===== src/design/astat_pkg.sv =====
// ----------------------------------------------------------------------------
// Array stream statistics package
// Item types, status groups and constants shared by the statistics block.
// ----------------------------------------------------------------------------
`default_nettype none

package astat_pkg;

  // Field widths
  localparam int unsigned VALUE_W = 16;
  localparam int unsigned COUNT_W = 16;
  localparam int unsigned DIGIT_W = 22;
  localparam int unsigned DSUM_W  = 6;   // digit sum of one value, at most 38

  // Trial-division unit widths
  localparam int unsigned MAG_W = VALUE_W - 1;  // magnitude of a positive value
  localparam int unsigned DIV_W = 8;            // odd divisor, at most 183
  localparam int unsigned SQ_W  = 16;           // divisor squared, at most 33489

  // Saturation limits
  localparam logic [COUNT_W-1:0] COUNT_CAP = {COUNT_W{1'b1}};
  localparam logic [DIGIT_W-1:0] DIGIT_CAP = {DIGIT_W{1'b1}};

  // Reset value of the running maxima
  localparam logic signed [VALUE_W-1:0] MAX_INIT = -16'sd1;

  // Division by ten: q = (n * RECIP_10) >> RECIP_SHIFT, exact for 16-bit n
  localparam int unsigned        RECIP_W     = 16;
  localparam logic [RECIP_W-1:0] RECIP_10    = 16'd52429;
  localparam int unsigned        RECIP_SHIFT = 19;
  localparam int unsigned        QUOT_W      = 12;  // quotient of 15-bit value by ten

  typedef struct packed {
    logic signed [VALUE_W-1:0] value;
    logic                      last;
  } in_item_t;

  typedef struct packed {
    logic signed [VALUE_W-1:0] largest;
    logic        [COUNT_W-1:0] primes_seen;
    logic        [DIGIT_W-1:0] digit_total;
    logic signed [VALUE_W-1:0] largest_even;
    logic signed [VALUE_W-1:0] largest_prime;
  } out_item_t;

  // Status of the primality unit
  typedef struct packed {
    logic done;
    logic prime;
  } prime_st_t;

  // Status of the digit-sum unit
  typedef struct packed {
    logic              done;
    logic [DSUM_W-1:0] sum;
  } digit_st_t;

endpackage

`default_nettype wire


===== src/design/astat_prime_unit.sv =====
// ----------------------------------------------------------------------------
// Primality unit
// Trial division by odd divisors up to the integer square root. One shared
// remainder step handles eight dividend bits a cycle, high byte then low byte.
// ----------------------------------------------------------------------------
`default_nettype none

module astat_prime_unit (
  input  wire logic                              clk,
  input  wire logic                              rst_n,
  input  wire logic                              start,
  input  wire logic signed [astat_pkg::VALUE_W-1:0] value,
  output astat_pkg::prime_st_t                   status
);
  import astat_pkg::*;

  logic              busy_r,  busy_nxt;
  logic              done_r,  done_nxt;
  logic              prime_r, prime_nxt;
  logic              half_r,  half_nxt;
  logic [MAG_W-1:0]  n_r,     n_nxt;
  logic [DIV_W-1:0]  d_r,     d_nxt;
  logic [SQ_W-1:0]   sq_r,    sq_nxt;
  logic [DIV_W-1:0]  rem_r,   rem_nxt;

  logic [VALUE_W-1:0] dividend;
  logic [DIV_W-1:0]   step_byte;
  logic [DIV_W-1:0]   step_acc;
  logic [DIV_W:0]     step_tmp;
  logic [DIV_W-1:0]   step_rem;
  logic               sq_over;

  // Shared remainder step: eight restoring-division bits
  assign dividend  = {1'b0, n_r};
  assign step_byte = half_r ? dividend[DIV_W-1:0] : dividend[VALUE_W-1:DIV_W];

  always_comb begin
    step_acc = half_r ? rem_r : '0;
    step_tmp = '0;
    for (int i = 0; i < DIV_W; i++) begin
      step_tmp = {step_acc, step_byte[DIV_W-1-i]};
      if (step_tmp >= {1'b0, d_r}) begin
        step_tmp = step_tmp - {1'b0, d_r};
      end
      step_acc = step_tmp[DIV_W-1:0];
    end
    step_rem = step_acc;
  end

  // Divisor square already beyond the value: no divisor left
  assign sq_over = (sq_r > {1'b0, n_r});

  // Sequence the divisors
  always_comb begin
    busy_nxt  = busy_r;
    done_nxt  = done_r;
    prime_nxt = prime_r;
    half_nxt  = half_r;
    n_nxt     = n_r;
    d_nxt     = d_r;
    sq_nxt    = sq_r;
    rem_nxt   = rem_r;
    if (start) begin
      n_nxt    = value[MAG_W-1:0];
      d_nxt    = DIV_W'(3);
      sq_nxt   = SQ_W'(9);
      half_nxt = 1'b0;
      priority if (value < $signed(VALUE_W'(2))) begin
        busy_nxt  = 1'b0;
        done_nxt  = 1'b1;
        prime_nxt = 1'b0;
      end else if (value == $signed(VALUE_W'(2))) begin
        busy_nxt  = 1'b0;
        done_nxt  = 1'b1;
        prime_nxt = 1'b1;
      end else if (!value[0]) begin
        busy_nxt  = 1'b0;
        done_nxt  = 1'b1;
        prime_nxt = 1'b0;
      end else begin
        busy_nxt  = 1'b1;
        done_nxt  = 1'b0;
        prime_nxt = 1'b0;
      end
    end else if (busy_r) begin
      if (!half_r) begin
        if (sq_over) begin
          busy_nxt  = 1'b0;
          done_nxt  = 1'b1;
          prime_nxt = 1'b1;
        end else begin
          rem_nxt  = step_rem;
          half_nxt = 1'b1;
        end
      end else begin
        half_nxt = 1'b0;
        if (step_rem == '0) begin
          busy_nxt  = 1'b0;
          done_nxt  = 1'b1;
          prime_nxt = 1'b0;
        end else begin
          // (d + 2)^2 = d^2 + 4d + 4
          d_nxt  = d_r + DIV_W'(2);
          sq_nxt = sq_r + SQ_W'({d_r, 2'b00}) + SQ_W'(4);
        end
      end
    end
  end

  always_ff @(posedge clk) begin
    if (!rst_n) begin
      busy_r <= 1'b0;
      done_r <= 1'b0;
      half_r <= 1'b0;
    end else begin
      busy_r <= busy_nxt;
      done_r <= done_nxt;
      half_r <= half_nxt;
    end
  end

  always_ff @(posedge clk) begin
    prime_r <= prime_nxt;
    n_r     <= n_nxt;
    d_r     <= d_nxt;
    sq_r    <= sq_nxt;
    rem_r   <= rem_nxt;
  end

  assign status.done  = done_r;
  assign status.prime = prime_r;

endmodule

`default_nettype wire


===== src/design/astat_digit_unit.sv =====
// ----------------------------------------------------------------------------
// Digit-sum unit
// Peels one decimal digit a cycle off a positive value by a reciprocal
// multiply and adds it up.
// ----------------------------------------------------------------------------
`default_nettype none

module astat_digit_unit (
  input  wire logic                              clk,
  input  wire logic                              rst_n,
  input  wire logic                              start,
  input  wire logic signed [astat_pkg::VALUE_W-1:0] value,
  output astat_pkg::digit_st_t                   status
);
  import astat_pkg::*;

  localparam int unsigned PROD_W = MAG_W + RECIP_W;

  logic              busy_r, busy_nxt;
  logic              done_r, done_nxt;
  logic [MAG_W-1:0]  n_r,    n_nxt;
  logic [DSUM_W-1:0] sum_r,  sum_nxt;

  logic [PROD_W-1:0] prod;
  logic [QUOT_W-1:0] quot;
  logic [MAG_W-1:0]  tens;
  logic [3:0]        digit;

  // Split off the low digit
  assign prod  = PROD_W'(n_r) * PROD_W'(RECIP_10);
  assign quot  = prod[RECIP_SHIFT +: QUOT_W];
  assign tens  = MAG_W'({quot, 3'b000}) + MAG_W'({quot, 1'b0});
  assign digit = 4'(n_r - tens);

  always_comb begin
    busy_nxt = busy_r;
    done_nxt = done_r;
    n_nxt    = n_r;
    sum_nxt  = sum_r;
    if (start) begin
      n_nxt   = value[MAG_W-1:0];
      sum_nxt = '0;
      if (value > $signed(VALUE_W'(0))) begin
        busy_nxt = 1'b1;
        done_nxt = 1'b0;
      end else begin
        busy_nxt = 1'b0;
        done_nxt = 1'b1;
      end
    end else if (busy_r) begin
      sum_nxt = sum_r + DSUM_W'(digit);
      n_nxt   = MAG_W'(quot);
      if (quot == '0) begin
        busy_nxt = 1'b0;
        done_nxt = 1'b1;
      end
    end
  end

  always_ff @(posedge clk) begin
    if (!rst_n) begin
      busy_r <= 1'b0;
      done_r <= 1'b0;
    end else begin
      busy_r <= busy_nxt;
      done_r <= done_nxt;
    end
  end

  always_ff @(posedge clk) begin
    n_r   <= n_nxt;
    sum_r <= sum_nxt;
  end

  assign status.done = done_r;
  assign status.sum  = sum_r;

endmodule

`default_nettype wire


===== src/design/array_stream_statistics.sv =====
// ----------------------------------------------------------------------------
// Array stream statistics
// Running maximum, prime count, largest prime, largest even value and
// decimal digit total over a list of signed 16-bit items.
// ----------------------------------------------------------------------------
// One item is in work at a time. After an item is taken, in_stall stays high
// until both units are done and the item is folded into the running totals;
// the next item can be taken in the cycle after that. For a value of zero or
// below both units are done straight from the start. The digit sum peels one
// digit a cycle off a positive value. The trial-division unit uses a
// remainder step of eight bits a cycle: for an odd value of three or more it
// tests each odd divisor from three up to its first factor, or all odd
// divisors up to its square root when it is prime. The longest item is 32761
// (181 squared). The item marked last delivers one result item through an
// output register and clears the running totals; an item may be taken while
// that result waits, but a following last item waits for the output register
// to free.
// ----------------------------------------------------------------------------
`default_nettype none

module array_stream_statistics (
  input  wire logic                 clk,
  input  wire logic                 rst_n,
  input  wire logic                 in_valid,
  output      logic                 in_stall,
  input  wire astat_pkg::in_item_t  in_data,
  output      logic                 out_valid,
  input  wire logic                 out_stall,
  output      astat_pkg::out_item_t out_data
);
  import astat_pkg::*;

  localparam logic ST_IDLE = 1'b0;
  localparam logic ST_RUN  = 1'b1;

  logic state_r, state_nxt;

  logic                      last_r;
  logic signed [VALUE_W-1:0] value_r;

  logic signed [VALUE_W-1:0] max_r,       max_nxt;
  logic        [COUNT_W-1:0] count_r,     count_nxt;
  logic        [DIGIT_W-1:0] dsum_r,      dsum_nxt;
  logic signed [VALUE_W-1:0] max_even_r,  max_even_nxt;
  logic signed [VALUE_W-1:0] max_prime_r, max_prime_nxt;

  logic      out_valid_r, out_valid_nxt;
  out_item_t out_data_r,  out_data_nxt;

  logic      in_accept;
  logic      finish;
  prime_st_t prime_st;
  digit_st_t digit_st;

  logic signed [VALUE_W-1:0] upd_max;
  logic        [COUNT_W-1:0] upd_count;
  logic        [DIGIT_W-1:0] upd_dsum;
  logic        [DIGIT_W:0]   dsum_wide;
  logic signed [VALUE_W-1:0] upd_max_even;
  logic signed [VALUE_W-1:0] upd_max_prime;

  assign in_stall  = (state_r != ST_IDLE);
  assign in_accept = in_valid && (state_r == ST_IDLE);

  // Start both units on the accepted item
  astat_prime_unit u_prime (
    .clk    (clk),
    .rst_n  (rst_n),
    .start  (in_accept),
    .value  (in_data.value),
    .status (prime_st)
  );

  astat_digit_unit u_digit (
    .clk    (clk),
    .rst_n  (rst_n),
    .start  (in_accept),
    .value  (in_data.value),
    .status (digit_st)
  );

  // Hold the item while the units work
  always_ff @(posedge clk) begin
    if (in_accept) begin
      value_r <= in_data.value;
      last_r  <= in_data.last;
    end
  end

  // Finish once both units are done and a last item has room to leave
  assign finish = (state_r == ST_RUN) && prime_st.done && digit_st.done &&
                  !(last_r && out_valid_r && out_stall);

  // Fold the item into the running totals
  always_comb begin
    upd_max       = (value_r > max_r) ? value_r : max_r;
    upd_count     = count_r;
    upd_max_prime = max_prime_r;
    if (prime_st.prime) begin
      if (count_r != COUNT_CAP) begin
        upd_count = count_r + COUNT_W'(1);
      end
      if (value_r > max_prime_r) begin
        upd_max_prime = value_r;
      end
    end
    upd_max_even = (!value_r[0] && (value_r > max_even_r)) ? value_r : max_even_r;
    dsum_wide    = {1'b0, dsum_r} + (DIGIT_W + 1)'(digit_st.sum);
    upd_dsum     = dsum_wide[DIGIT_W] ? DIGIT_CAP : dsum_wide[DIGIT_W-1:0];
  end

  // Sequence, totals and output register
  always_comb begin
    state_nxt     = state_r;
    max_nxt       = max_r;
    count_nxt     = count_r;
    dsum_nxt      = dsum_r;
    max_even_nxt  = max_even_r;
    max_prime_nxt = max_prime_r;
    out_valid_nxt = out_valid_r && out_stall;
    out_data_nxt  = out_data_r;
    unique case (state_r)
      ST_IDLE: begin
        if (in_accept) begin
          state_nxt = ST_RUN;
        end
      end
      ST_RUN: begin
        if (finish) begin
          state_nxt = ST_IDLE;
          if (last_r) begin
            out_valid_nxt              = 1'b1;
            out_data_nxt.largest       = upd_max;
            out_data_nxt.primes_seen   = upd_count;
            out_data_nxt.digit_total   = upd_dsum;
            out_data_nxt.largest_even  = upd_max_even;
            out_data_nxt.largest_prime = upd_max_prime;
            max_nxt       = MAX_INIT;
            count_nxt     = '0;
            dsum_nxt      = '0;
            max_even_nxt  = MAX_INIT;
            max_prime_nxt = MAX_INIT;
          end else begin
            max_nxt       = upd_max;
            count_nxt     = upd_count;
            dsum_nxt      = upd_dsum;
            max_even_nxt  = upd_max_even;
            max_prime_nxt = upd_max_prime;
          end
        end
      end
      default: begin
        state_nxt = ST_IDLE;
      end
    endcase
  end

  always_ff @(posedge clk) begin
    if (!rst_n) begin
      state_r     <= ST_IDLE;
      out_valid_r <= 1'b0;
      max_r       <= MAX_INIT;
      count_r     <= '0;
      dsum_r      <= '0;
      max_even_r  <= MAX_INIT;
      max_prime_r <= MAX_INIT;
    end else begin
      state_r     <= state_nxt;
      out_valid_r <= out_valid_nxt;
      max_r       <= max_nxt;
      count_r     <= count_nxt;
      dsum_r      <= dsum_nxt;
      max_even_r  <= max_even_nxt;
      max_prime_r <= max_prime_nxt;
    end
  end

  always_ff @(posedge clk) begin
    out_data_r <= out_data_nxt;
  end

  assign out_valid = out_valid_r;
  assign out_data  = out_data_r;

endmodule

`default_nettype wire


===== config.mk =====
export PLATFORM = sky130hd
export DESIGN_NAME = array_stream_statistics
export DESIGN_NICKNAME = d
export VERILOG_FILES = /design/src/design/astat_pkg.sv /design/src/design/astat_prime_unit.sv /design/src/design/astat_digit_unit.sv /design/src/design/array_stream_statistics.sv
export SDC_FILE = /design/constraint.sdc
export NUM_CORES = 1
export LEC_CHECK = 0
export BUFFER_PORTS_ARGS = -buffer_cell sky130_fd_sc_hd__buf_4
export CAP_MARGIN = 20
export CORE_UTILIZATION = 50
export DETAILED_ROUTE_END_ITERATION = 6
export PLACE_DENSITY = 0.76
export SLEW_MARGIN = 5
export SYNTH_ARGS = -nofsm -noshare
export SYNTH_HDL_FRONTEND = slang
export SYNTH_SLANG_ARGS = --single-unit

===== constraint.sdc =====
create_clock -name clk -period 17.7 [get_ports clk]
set_input_delay 0.885 -clock clk [delete_from_list [all_inputs] [get_ports clk]]
set_output_delay 0.885 -clock clk [all_outputs]
set_load 0.05 [all_outputs]

After elaboration in Yosys (flattened, before gate mapping)
Cells that the tools add are included. W data, S select, Z words.

Bitwise gates (word level): 6. Reduce and logical (&&, ||, !) cells: 23. $lt $le $gt $ge: 14. Eq/ne operators: 3. Multiplexer cells: 61. $add $sub $neg: 16. Multiply operators: 1.

Operator list (count): $mux W16 (10); $mux W8 (10); $ge A9 B8 Y1 (8); $sub A8 B8 Y8 (8); $gt A16 B16 Y1 (3); $mux W22 (2); $mux W1 (36); $mul A15 B16 Y31 const B (1); $mux W15 (2); $add A22 B6 Y23 (1); $add A16 B1 Y16 const B (1); $add A16 B10 Y16 (1); $add A16 B3 Y16 const B (1); $eq A16 B3 Y1 const B (1); $gt A16 B1 Y1 const B (1); $gt A16 B15 Y1 (1); $lt A16 B3 Y1 const B (1); $ne A16 B16 Y1 const B (1); $logic_not A12 Y1 (1); $reduce_and A3 Y1 (3); $add A8 B2 Y8 const B (1); $logic_and A1 B1 Y1 (8); $logic_not A8 Y1 (1); $add A6 B4 Y6 (1); 11 further kinds (20).

Input port bits: 21. Word-level logic and storage cells: 150. Flip-flop bits (word level): 265.

Depth between registers and ports, before layout
Depth in word-level cells: 22. Depth in mapped cells: 92. Depth with buffers taken out: 82.

Hierarchy
From an unflattened synthesis, not the netlist that was laid out.

Cells, all modules: 2158. Area, all modules: 20734.9 µm².

Modules (own cells, without submodules): array_stream_statistics (instances 1, area each 9165.0 µm², cells each 877, seq. area each 4854.7 µm²); astat_prime_unit (instances 1, area each 6490.0 µm², cells each 753, seq. area each 1181.1 µm²); astat_digit_unit (instances 1, area each 5079.9 µm², cells each 528, seq. area each 610.6 µm²).

Worst setup path before layout
No wires, ideal clock.

Path type: reg2reg. Start: register u_prime.half_r. End: register u_prime.prime_r, enable pin. Arrival: 17221 ps. Cell stages (with the launch flop): 85. Path slack: 146 ps. Library setup time: 333 ps. Cells stage by stage: dfxtp_1 -> buf_6 -> buf_2 -> clkbuf_1 -> nand2_1 -> inv_1 -> ha_1 -> a211o_1 -> o21ai_1 -> o31ai_2 -> o21ai_2 -> mux2_2 -> inv_1 -> ha_1 -> and2_1 -> a41o_1 -> a31o_2 -> o21ba_2 -> [... 49 more ...] -> o21ai_0 -> a21oi_1 -> o221a_2 -> mux2_2 -> ha_1 -> a21oi_1 -> nor2b_1 -> o21a_1 -> o21ai_0 -> nand2b_1 -> a21oi_1 -> o21ai_0 -> a21oi_1 -> o221a_4 -> buf_6 -> mux2_4 -> or3_4 -> o31ai_1.

Longest elaborated chain between the ends: 20. Elaborated cells between the ends (all ways): 30. Classes of those cells: add/sub (8); order compare (8); eq/ne (1); mux (10); reduce/logical (3).

RTL lines: start, declared (RTL line astat_prime_unit.sv:20) `logic half_r, half_nxt;`; start signal, assigned (RTL line astat_prime_unit.sv:118) `half_r <= half_nxt;`; $mux W8 (on tied branches) (RTL line astat_prime_unit.sv:35, astat_prime_unit.sv:38); $sub A8 B8 Y8 / $ge A9 B8 Y1 (equally long branches) (RTL line astat_prime_unit.sv:43, astat_prime_unit.sv:42); $mux W8 (RTL line astat_prime_unit.sv:42) `if (step_tmp >= {1'b0, d_r}) begin`; $sub A8 B8 Y8 / $ge A9 B8 Y1 (equally long branches) (RTL line astat_prime_unit.sv:43, astat_prime_unit.sv:42); $mux W8 (RTL line astat_prime_unit.sv:42); $sub A8 B8 Y8 / $ge A9 B8 Y1 (equally long branches) (RTL line astat_prime_unit.sv:43, astat_prime_unit.sv:42); $mux W8 (RTL line astat_prime_unit.sv:42); $sub A8 B8 Y8 / $ge A9 B8 Y1 (equally long branches) (RTL line astat_prime_unit.sv:43, astat_prime_unit.sv:42); [... 5 more ...]; $sub A8 B8 Y8 / $ge A9 B8 Y1 (equally long branches) (RTL line astat_prime_unit.sv:43, astat_prime_unit.sv:42); $mux W8 (RTL line astat_prime_unit.sv:42); $sub A8 B8 Y8 / $ge A9 B8 Y1 (equally long branches) (RTL line astat_prime_unit.sv:43, astat_prime_unit.sv:42); $mux W8 (*) (RTL line astat_prime_unit.sv:42); named net u_prime.step_tmp[4] (RTL line astat_prime_unit.sv:29) `logic [DIV_W:0] step_tmp;`; $logic_not A8 Y1 (*) (RTL line astat_prime_unit.sv:97) `if (step_rem == '0) begin`; $ne A3 B3 Y1 (no source line) (*); $reduce_and A3 Y1 (no source line) (*); end signal, assigned (RTL line astat_prime_unit.sv:123) `prime_r <= prime_nxt;`; end, declared (RTL line astat_prime_unit.sv:19) `logic prime_r, prime_nxt;`.

The timed path passes the listed nets; every way through them passes the cells marked *. A chain may end at the register's enable or synchronous reset.

Final worst setup path
Start: register u_prime.d_r[4]. End: register u_prime.prime_r, enable pin.

Longest elaborated chain between the ends: 19. Elaborated cells between the ends (all ways): 27. Classes of those cells: add/sub (8); order compare (8); eq/ne (1); mux (8); reduce/logical (2).

RTL lines: start, declared (RTL line astat_prime_unit.sv:22) `logic [DIV_W-1:0] d_r, d_nxt;`; start signal, assigned (RTL line astat_prime_unit.sv:125) `d_r <= d_nxt;`; $sub A8 B8 Y8 / $ge A9 B8 Y1 (equally long branches) (RTL line astat_prime_unit.sv:43, astat_prime_unit.sv:42); $mux W8 (RTL line astat_prime_unit.sv:42); $sub A8 B8 Y8 / $ge A9 B8 Y1 (equally long branches) (RTL line astat_prime_unit.sv:43, astat_prime_unit.sv:42); $mux W8 (RTL line astat_prime_unit.sv:42); $sub A8 B8 Y8 / $ge A9 B8 Y1 (equally long branches) (RTL line astat_prime_unit.sv:43, astat_prime_unit.sv:42); $mux W8 (RTL line astat_prime_unit.sv:42); $sub A8 B8 Y8 / $ge A9 B8 Y1 (equally long branches) (RTL line astat_prime_unit.sv:43, astat_prime_unit.sv:42); $mux W8 (RTL line astat_prime_unit.sv:42); [... 4 more ...]; $sub A8 B8 Y8 / $ge A9 B8 Y1 (equally long branches) (RTL line astat_prime_unit.sv:43, astat_prime_unit.sv:42); $mux W8 (RTL line astat_prime_unit.sv:42); $sub A8 B8 Y8 / $ge A9 B8 Y1 (equally long branches) (RTL line astat_prime_unit.sv:43, astat_prime_unit.sv:42); $mux W8 (*) (RTL line astat_prime_unit.sv:42); named net u_prime.step_tmp[7] (RTL line astat_prime_unit.sv:29); $logic_not A8 Y1 (*) (RTL line astat_prime_unit.sv:97); $ne A3 B3 Y1 (no source line) (*); $reduce_and A3 Y1 (no source line) (*).

Marked as above.

==> results_dict.tcl <==
set metrics [dict create \
    die_w_um 198 \
    holdWs_ns 0.473 \
    hold_path.class "reg2reg" \
    core_um2 37800 \
    maxCapViolCount 0 \
    nets 2536 \
    initial_utilization 0.510 \
    netlist_area_um2 19300 \
    drt_iter0_drc 960 \
    clkSinkCount 246 \
    cts_tree "yes" \
    grt_pass1_vias 15112 \
    cp_slowest_cell "dfxtp_1" \
    cp_max_fo 8 \
    syn_to_final_growth_pct 14.1 \
    period_minus_slack_ns 16.95 \
    synth_edf_count 127 \
    placedCellCount 2644 \
    ys_ff_latch 246 \
    r2r-start "u_prime.d_r[4]" \
    num-fill-cells 3244 \
    synthFlopType "edfxtp_1" \
    via_per_inst 5.70 \
    fin_worst_skew_ns 0.00802 \
    slew_violations 0 \
    worstSetupPathType "reg2reg" \
    fmax_mhz 59.0 \
    fin_crit_sh 0.957 \
    slew-limit-headroom 0.295 \
    numCtsBuffers 25 \
    hpwl_um 35900 \
    ys_types 91 \
    fin_tns_setup_ns 0 \
    clk_latency_ns 0.53 \
    clk_path_buf_depth 3 \
    layout_common_cells "ha_1 (259), inv_1 (219), nor2_1 (176), buf_4 (153), nand2_1 (140)" \
    root_buffer "clkbuf_16" \
    worst_r2r_endpoint "u_prime.prime_r" \
    hold_viol 0 \
    grt_max_degree 97 \
    worst-r2r-setup-slack_ns 0.75 \
    layout-drive-gt1-share 0.140 \
    vias 15468 \
    critPathArrivalTime_ns 17.17 \
    syn_inst 2058 \
    cpPeakStageDelay_ns 0.45 \
    hold-path-endpoint "dsum_r[5]" \
    die-area_um2 39400 \
    die_h_um 198 \
    htreeDepth 1 \
    final_common_cell "ha_1" \
    critPathRequiredTime_ns 17.92 \
    seq_area_um2 6200 \
    hp-start "dsum_r[5]" \
    portBuffers 108 \
    first_pass_iters 5 \
    path_clk_slew_ns 0.06 \
    grt_pass1_wl_um 75500 \
    crit_path_frequent_cell "a21oi_2" \
    wl_per_cell_um 17.5 \
    antenna_found_initial 3 \
    finalWirelength_um 47400 \
    end_kind "register" \
    start_kind "register" \
    pin_count 109 \
    ant_nets 0 \
    holdPathStages 2 \
    multi_input_area_um2 12200 \
    track_usage 0.240 \
    synth-warning-count 0 \
    rows 71 \
    drc 0 \
    finalNonFillerCells 2713 \
    synth.avg_cell_area_um2 9.38 \
    gp_congestion 0.918 \
    seq_area_frac_synth 0.321 \
    grt-ovfl-total 0 \
    synthesis.nets 2412 \
    ys_async_sr_fraction 0 \
    setup_viol 0 \
    rr_worst_depth 76 \
    tightest_slew_ns 1.06 \
    status "complete, no violations" \
]
cell usage after synthesis, drive strengths merged, types with 5 or more instances:
cell type,instances,area share
and3,20,0.0067
o21ai,144,0.038
o21bai,14,0.0054
nor2b,27,0.0088
a21o,46,0.018
ha,263,0.17
edfxtp,127,0.20
o211ai,13,0.0053
a211oi,13,0.0060
or2,7,0.0023
nor3,23,0.0065
nand2,142,0.028
nand4,28,0.0091
a21oi,111,0.030
a22oi,28,0.011
fa,70,0.073
o21a,23,0.0089
nand3,36,0.0093
nor2,178,0.035
a31oi,19,0.0062
buf,19,0.0058
xor2,36,0.016
nor3b,5,0.0019
clkbuf,42,0.0082
nand2b,17,0.0055
inv,222,0.043
mux2,36,0.021
dfxtp,119,0.12
nor4,7,0.0023
xnor2,71,0.032
mux2i,19,0.010
and2,54,0.018
timing repair:
item,in CTS,in global routing
pin swaps,1,10
cloned,0,2
gates resized for setup,3,38
endpoints found under the setup margin,22,31
setup buffers,3,16
hold buffers,0,0
metal layers:
layer	routed length [um]	GRT usage
met5	14	0
met4	1270	0.0721
met3	3080	0.0334
met2	22100	0.402
met1	20900	0.322
logic make-up after synthesis:
logic type                 count (synthesis)  share of synthesized area
muxes                                     55                     0.0313
xor gates and xnor gates                 107                     0.0486
and+or+nand+nor                          568                      0.143
DFF                                      246                      0.321
buffers and inverters                    284                     0.0575
adders and majority gates                333                      0.243
AOI/OAI and AO/OA                        465                      0.155
final cells by class:
class                      count  area share
clock buffer                  29      0.0300
inverter                     223      0.0382
antenna                        1    0.000114
clock inverter                17      0.0119
sequential                   246       0.282
timing repair buffer         156      0.0537
tap                          511      0.0290
multi-input combinational   1530       0.555
how the worst max path moves through the flow:
| stage | from | endpoint | slack [ns] | cells past startpoint |
|---|---|---|---|---|
| 6_report | u_prime.d_r[4] | u_prime.prime_r | 0.75 | 76 |
| 5_1_grt | u_prime.half_r | u_prime.d_r[7] | -0.22 | 79 |
| 3_5_place_dp | u_prime.half_r | u_prime.prime_r | -0.25 | 77 |
| 2_1_floorplan | u_prime.half_r | u_prime.prime_r | 0.15 | 84 |
| 4_1_cts | u_prime.half_r | u_prime.prime_r | 0.06 | 78 |
| 3_3_place_gp | u_prime.half_r | u_prime.prime_r | 0.29 | 75 |
through the flow:
step                      setup WS (ns)  area [um^2]  utilization
after floorplan                   0.146        19300            -
after detailed placement         -0.245        20700        0.547
after global routing             -0.223        22000        0.582
final                             0.755        22000        0.582
after global placement            0.289        20700        0.547
after CTS                        0.0616        21700        0.573
critical path, delay by kind of cell (launching register included):
kind | cells | cell delay, ns
compound gates | 40 | 7.48
fa+ha+maj | 8 | 2.61
mux | 7 | 2.57
simple gates | 14 | 2.34
buf+inv | 6 | 0.95
flops | 1 | 0.45
xor+xnor | 1 | 0.19
sequential cells by signal, summed over array words and instances (netlist names), 7 cells and up:
name / cells
dsum_r: 22
u_digit.n_r: 15
max_r: 16
u_prime.sq_r: 13
u_prime.rem_r: 8
out_data: 86
max_prime_r: 16
max_even_r: 16
u_prime.d_r: 7
value_r: 16
count_r: 16
Power is not shown: default switching activity piles up to over one toggle a cycle in this logic, so the estimate is an artifact.
